## config.mk

```make
export PLATFORM = sky130hd
export DESIGN_NAME = aelr_ctrl
export DESIGN_NICKNAME = d
export VERILOG_FILES = /design/src/hw/rtl/aelr_pkg.sv /design/src/hw/rtl/aelr_ctrl.sv
export SDC_FILE = /design/constraint.sdc
export NUM_CORES = 1
export LEC_CHECK = 0
export BUFFER_PORTS_ARGS = -buffer_cell sky130_fd_sc_hd__buf_2
export CORE_AREA = 2 2 39 41
export CTS_CLUSTER_DIAMETER = 30
export DETAILED_ROUTE_END_ITERATION = 8
export DIE_AREA = 0 0 41 43
export GPL_TIMING_DRIVEN = 0
export PLACE_DENSITY = 0.67
export SYNTH_ARGS = -nofsm -noshare
export SYNTH_HDL_FRONTEND = slang
export SYNTH_SLANG_ARGS = --single-unit
```

## constraint.sdc

```tcl
create_clock -name clk -period 1.51 [get_ports clk]
set_clock_uncertainty 0.05 [all_clocks]
set_input_delay 0.0755 -clock clk [delete_from_list [all_inputs] [get_ports clk]]
set_output_delay 0.0755 -clock clk [all_outputs]
set_load 0.01 [all_outputs]
```

## src/hw/rtl/aelr_pkg.sv

```systemverilog
// ----------------------------------------------------------------------------
// aelr_pkg
// Shared types and constants for the enhancement-layer rewrapper.
// ----------------------------------------------------------------------------
package aelr_pkg;

  typedef enum logic [3:0] {
    S_LOAD,
    S_READ,
    S_SCAN_RD,
    S_SCAN_EV,
    S_SCAN_END,
    S_REPORT,
    S_RD_FIND,
    S_RD_CHK,
    S_RD_EMIT
  } aelr_state_t;

  localparam logic       CMD_LOAD = 1'b0;
  localparam logic       CMD_READ = 1'b1;

  localparam logic       KIND_STATUS = 1'b0;
  localparam logic       KIND_BYTE   = 1'b1;

  localparam logic [1:0] ST_VALID     = 2'd0;
  localparam logic [1:0] ST_MALFORMED = 2'd1;
  localparam logic [1:0] ST_OVERSIZED = 2'd2;

  localparam logic [1:0] REG_DROP_TYPE  = 2'd0;
  localparam logic [1:0] REG_RPU_TYPE   = 2'd1;
  localparam logic [1:0] REG_WRAP_FIRST = 2'd2;
  localparam logic [1:0] REG_WRAP_SECND = 2'd3;

  localparam logic [5:0] DROP_TYPE_RST  = 6'd35;
  localparam logic [5:0] RPU_TYPE_RST   = 6'd62;
  localparam logic [7:0] WRAP_FIRST_RST = 8'h7e;
  localparam logic [7:0] WRAP_SECND_RST = 8'h01;

  localparam logic [2:0]  TID_MASK    = 3'h7;
  localparam logic [16:0] OUT_LEN_MAX = 17'h1ffff;
  localparam logic [8:0]  COUNT_MAX   = 9'd511;

  // controller -> datapath
  typedef struct packed {
    logic load;
    logic restart;
    logic scan_rd;
    logic scan_ev;
    logic scan_end;
    logic report;
    logic rd_chk;
    logic rd_wrap;
    logic rd_emit;
    logic out_empty;
  } aelr_cmd_t;

  // datapath -> controller
  typedef struct packed {
    logic fault;
    logic more;
    logic ok;
    logic ent_ok;
    logic ent_end;
    logic pass;
    logic last;
    logic out_busy;
  } aelr_sts_t;

endpackage

```

## src/hw/rtl/aelr_ctrl.sv

```systemverilog
// ----------------------------------------------------------------------------
// aelr_ctrl
// Sequencer: load phase, start-code scan, status report and byte readout.
// ----------------------------------------------------------------------------
module aelr_ctrl (
  input  logic                  clk,
  input  logic                  rst_n,
  input  logic                  in_tvalid,
  output logic                  in_tready,
  input  logic                  in_cmd,
  input  logic                  in_final,
  output aelr_pkg::aelr_cmd_t   cmd,
  input  aelr_pkg::aelr_sts_t   sts
);

  aelr_pkg::aelr_state_t state_r, state_nxt;
  logic                  accept;

  always_ff @(posedge clk) begin
    if (!rst_n) begin
      state_r <= aelr_pkg::S_LOAD;
    end else begin
      state_r <= state_nxt;
    end
  end

  always_comb begin
    state_nxt = state_r;
    cmd       = '0;
    in_tready = 1'b0;
    accept    = 1'b0;
    case (state_r)
      aelr_pkg::S_LOAD, aelr_pkg::S_READ: begin
        in_tready = !sts.out_busy;
        accept    = in_tvalid && !sts.out_busy;
        if (accept) begin
          if (in_cmd == aelr_pkg::CMD_LOAD) begin
            cmd.load    = 1'b1;
            cmd.restart = (state_r == aelr_pkg::S_READ);
            state_nxt   = in_final ? aelr_pkg::S_SCAN_RD : aelr_pkg::S_LOAD;
          end else if (state_r == aelr_pkg::S_READ) begin
            state_nxt = aelr_pkg::S_RD_FIND;
          end else begin
            cmd.out_empty = 1'b1;
          end
        end
      end
      aelr_pkg::S_SCAN_RD: begin
        cmd.scan_rd = 1'b1;
        if (sts.fault) begin
          state_nxt = aelr_pkg::S_REPORT;
        end else if (sts.more) begin
          state_nxt = aelr_pkg::S_SCAN_EV;
        end else begin
          state_nxt = aelr_pkg::S_SCAN_END;
        end
      end
      aelr_pkg::S_SCAN_EV: begin
        cmd.scan_ev = 1'b1;
        state_nxt   = aelr_pkg::S_SCAN_RD;
      end
      aelr_pkg::S_SCAN_END: begin
        cmd.scan_end = 1'b1;
        state_nxt    = aelr_pkg::S_REPORT;
      end
      aelr_pkg::S_REPORT: begin
        cmd.report = 1'b1;
        state_nxt  = sts.ok ? aelr_pkg::S_READ : aelr_pkg::S_LOAD;
      end
      aelr_pkg::S_RD_FIND: begin
        if (sts.ent_ok) begin
          state_nxt = aelr_pkg::S_RD_EMIT;
        end else if (sts.ent_end) begin
          if (sts.pass) begin
            cmd.out_empty = 1'b1;
            state_nxt     = aelr_pkg::S_LOAD;
          end else begin
            cmd.rd_wrap = 1'b1;
          end
        end else begin
          state_nxt = aelr_pkg::S_RD_CHK;
        end
      end
      aelr_pkg::S_RD_CHK: begin
        cmd.rd_chk = 1'b1;
        state_nxt  = aelr_pkg::S_RD_FIND;
      end
      aelr_pkg::S_RD_EMIT: begin
        cmd.rd_emit = 1'b1;
        state_nxt   = sts.last ? aelr_pkg::S_LOAD : aelr_pkg::S_READ;
      end
      default: begin
        state_nxt = aelr_pkg::S_LOAD;
      end
    endcase
  end

endmodule

```

==> impl_metrics.ini <==
[clock_tree]
numClockSinks = 4
clk_latency_ns = 0.23
clk_pin_slew_ns = 0.03
cts_tree = yes
cts_max_path_buffers = 2
htreeDepth = 1
cts_buffers = 3
cts_root_buffer = clkbuf_4
postCtsHoldBufs = 0

[final_layout]
n_fill_cell = 144
largest_register_ffs = 4
area_delta_synth_final_pct = 52.96
fin_nets = 99
multi_input_area_sq_um = 362.8
seq_area_sq_um = 87.58
final_cells = 100
final_area_sq_um = 646.9
drive_gt1_share_pct = 47.62
top_regs = state_r x4
num_antenna_cells = 0
max_flop_register = state_r

[floorplanning]
die-area_sq_mm = 0.001763
coreArea_sq_mm = 0.001384
ios = 24
initial_core_util_pct = 30.56
dieHeight_microns = 43
fp.dieW_microns = 41
fp-row-count = 14

[sta]
drv_slew = 0
grt_setup_unrepaired = yes
post-route-period-util_pct = 97.25
max_freq_ghz = 0.6810
worst_slack_ns = 0.04156
hold_viol = 0
setup_violations = 0
relSlewSlack_pct = 78.05
tns_ns = 0
worst_pin_slew_ns = 0.3267
period_needed_ns = 1.468

[logic_synthesis]
syn-mean-instance-area_sq_um = 7.419
yosysWarnings = 0
syn_inst = 57
synth_seq_cells = 4
synth_cell_types = 29
synth_fp_nets = 70
yosysSeqAreaShare_pct = 18.93
synth_area_sq_um = 422.9

[placed_design]
placed_area_sq_um = 558.0
dpl.hpwl_microns = 910
io_buffers = 23
dp.cells = 96
gp_congestion = 0.8155
place_ws_ns = 0.1464

[power_and_ir_drop]
p_leak_uw = 0.0002763
ir_worst_vdd_v = 0.0003129
power_density_mw_per_mm2 = 629.1

[drt]
route.vias.total = 526
wl_met1_microns = 511
viasPerCell = 5.260
routed_wl_microns = 1160
drt-wirelength-per-cell_microns = 11.60
route.met3.wl_microns = 88
final_antenna_net_count = 0
remaining_drc_errors = 0
first_pass_iters = 4
drtIter0Drc = 17
highest_layer = met3
wl_met2_microns = 560

[setup_path]
crit_type = reg -> out
cpPeakStageDelay_ns = 0.34
critPathLaunch = state_r[2]$_SDFFE_PN0P_
end_kind = primary output
crit_arrival_ns = 1.34
critPathBufInv = 2
required_ns = 1.38
r2r-start = state_r[1]$_SDFFE_PN0P_
cp_cell_sequence = buf_4, nand2b_1, nor3_1, buf_2
critPathSlowestCell = dfxtp_4
crit_fanout = 5
cp-start-kind = register
critical-path-top-delay-family = simple AND/OR/NAND/NOR gates

[grt]
grt_pass1_vias = 481
grt_first_pass_wirelength_microns = 1794
grt_use_total_pct = 14.47
grt_max_degree = 11
antenna_found_initial = 0
grt_overflow = 0

[job]
max-cap-violations = 0

[worst_hold_path]
hp-class = in -> reg
min-delay-start = rst_n

[status]
status = completed
logic make-up after synthesis:
logic type / Yosys count / synth area share (%)
AND/OR/NAND/NOR: 35 / 52.37
AO/OA/AOI/OAI: 13 / 21.89
flip-flops: 4 / 18.94
buffers and inverters: 5 / 6.805
cell usage in the layout, fill, tap and decap left out, types with 3 or more instances in the layout:
master / synthesis / routed
buf_2: 2 / 24
nand2_1: 3 / 3
o21ai_1: 3 / 3
clkbuf_4: 0 / 3
nor2_1: 7 / 6
nor3_1: 6 / 6
nand2b_1: 4 / 4
path summary, 6_finish.rpt:
kind         slack, ns  cells after the start                 endpoint
max               0.04                      4                   cmd[1]
min               0.06                      3  state_r[3]$_SDFFE_PN0P_
max reg2reg       0.12                      5  state_r[2]$_SDFFE_PN0P_
min reg2reg       0.57                      2  state_r[3]$_SDFFE_PN0P_
cell usage after synthesis:
library cell / n / area [sq um]
a21oi_1: 2 / 10.01
a221oi_1: 2 / 17.52
a2bb2o_1: 1 / 10.01
and2_1: 1 / 6.260
buf_2: 2 / 10.01
buf_6: 1 / 11.26
dfxtp_1: 4 / 80.08
inv_1: 2 / 7.510
nand2_1: 3 / 11.26
nand2b_1: 4 / 25.02
nand3_1: 1 / 5.000
nand3b_1: 2 / 15.01
nand4_1: 1 / 6.260
nand4bb_1: 1 / 11.26
nor2_1: 7 / 26.28
nor2b_1: 2 / 12.51
nor3_1: 6 / 30.03
nor3b_1: 1 / 7.510
nor3b_4: 1 / 18.77
nor4_2: 1 / 12.51
nor4b_2: 1 / 15.01
o21a_1: 1 / 7.510
o21ai_1: 3 / 15.01
o31a_1: 1 / 8.760
o31ai_1: 2 / 15.01
o41ai_1: 1 / 8.760
or2_1: 1 / 6.260
or2_2: 1 / 6.260
or3_1: 1 / 6.260
routing by layer:
metal / GRT usage [%] / up-vias
met1: 16.77 / 238
met5: 0 / -
met4: 6.000 / 0
met2: 25.00 / 20
met3: 1.571 / 0
li1: - / 268
where the power goes:
part	switching [uW]	internal (uW)	leakage (uW)	total, uW
logic	81.7	75.1	0.000228	157
registers	11.6	112	0.0000341	124
clock network	37.6	88.5	0.0000138	126
metrics by stage:
stage / total power, uW / hold slack, ns / util, %
after floorplan: 214.3 / 0.1393 / -
after global placement: 263.0 / 0.2925 / 40.33
after detailed placement: 264.3 / 0.2964 / 40.33
after CTS: 404.0 / 0.04571 / 43.31
after global routing: 434.5 / 0.07979 / 46.75
final: 406.9 / 0.05835 / 46.75
area by class of cell:
type | instances | share of cell area [%]
plain buffers | 3 | 3.675
multi-input cells | 48 | 56.09
flip-flops and latches | 4 | 13.54
inverters | 2 | 1.161
clock buffers | 3 | 3.482
well taps | 16 | 3.095
repair buffers | 24 | 18.96
what timing repair did:
| item | in CTS | in global routing |
|---|---|---|
| setup buffers | 0 | 1 |
| resized for setup | 4 | 8 |
| pin swaps | 0 | 3 |
| endpoints found under the setup margin | 2 | 5 |
worst reg2reg max path, stage by stage (launching register included):
cell	delay, ns
dfxtp_1	0.45
buf_4	0.24
o21a_1	0.14
nor3_1	0.05
a221oi_1	0.25
o21ai_1	0.09
(Power assumes the default switching activity.)
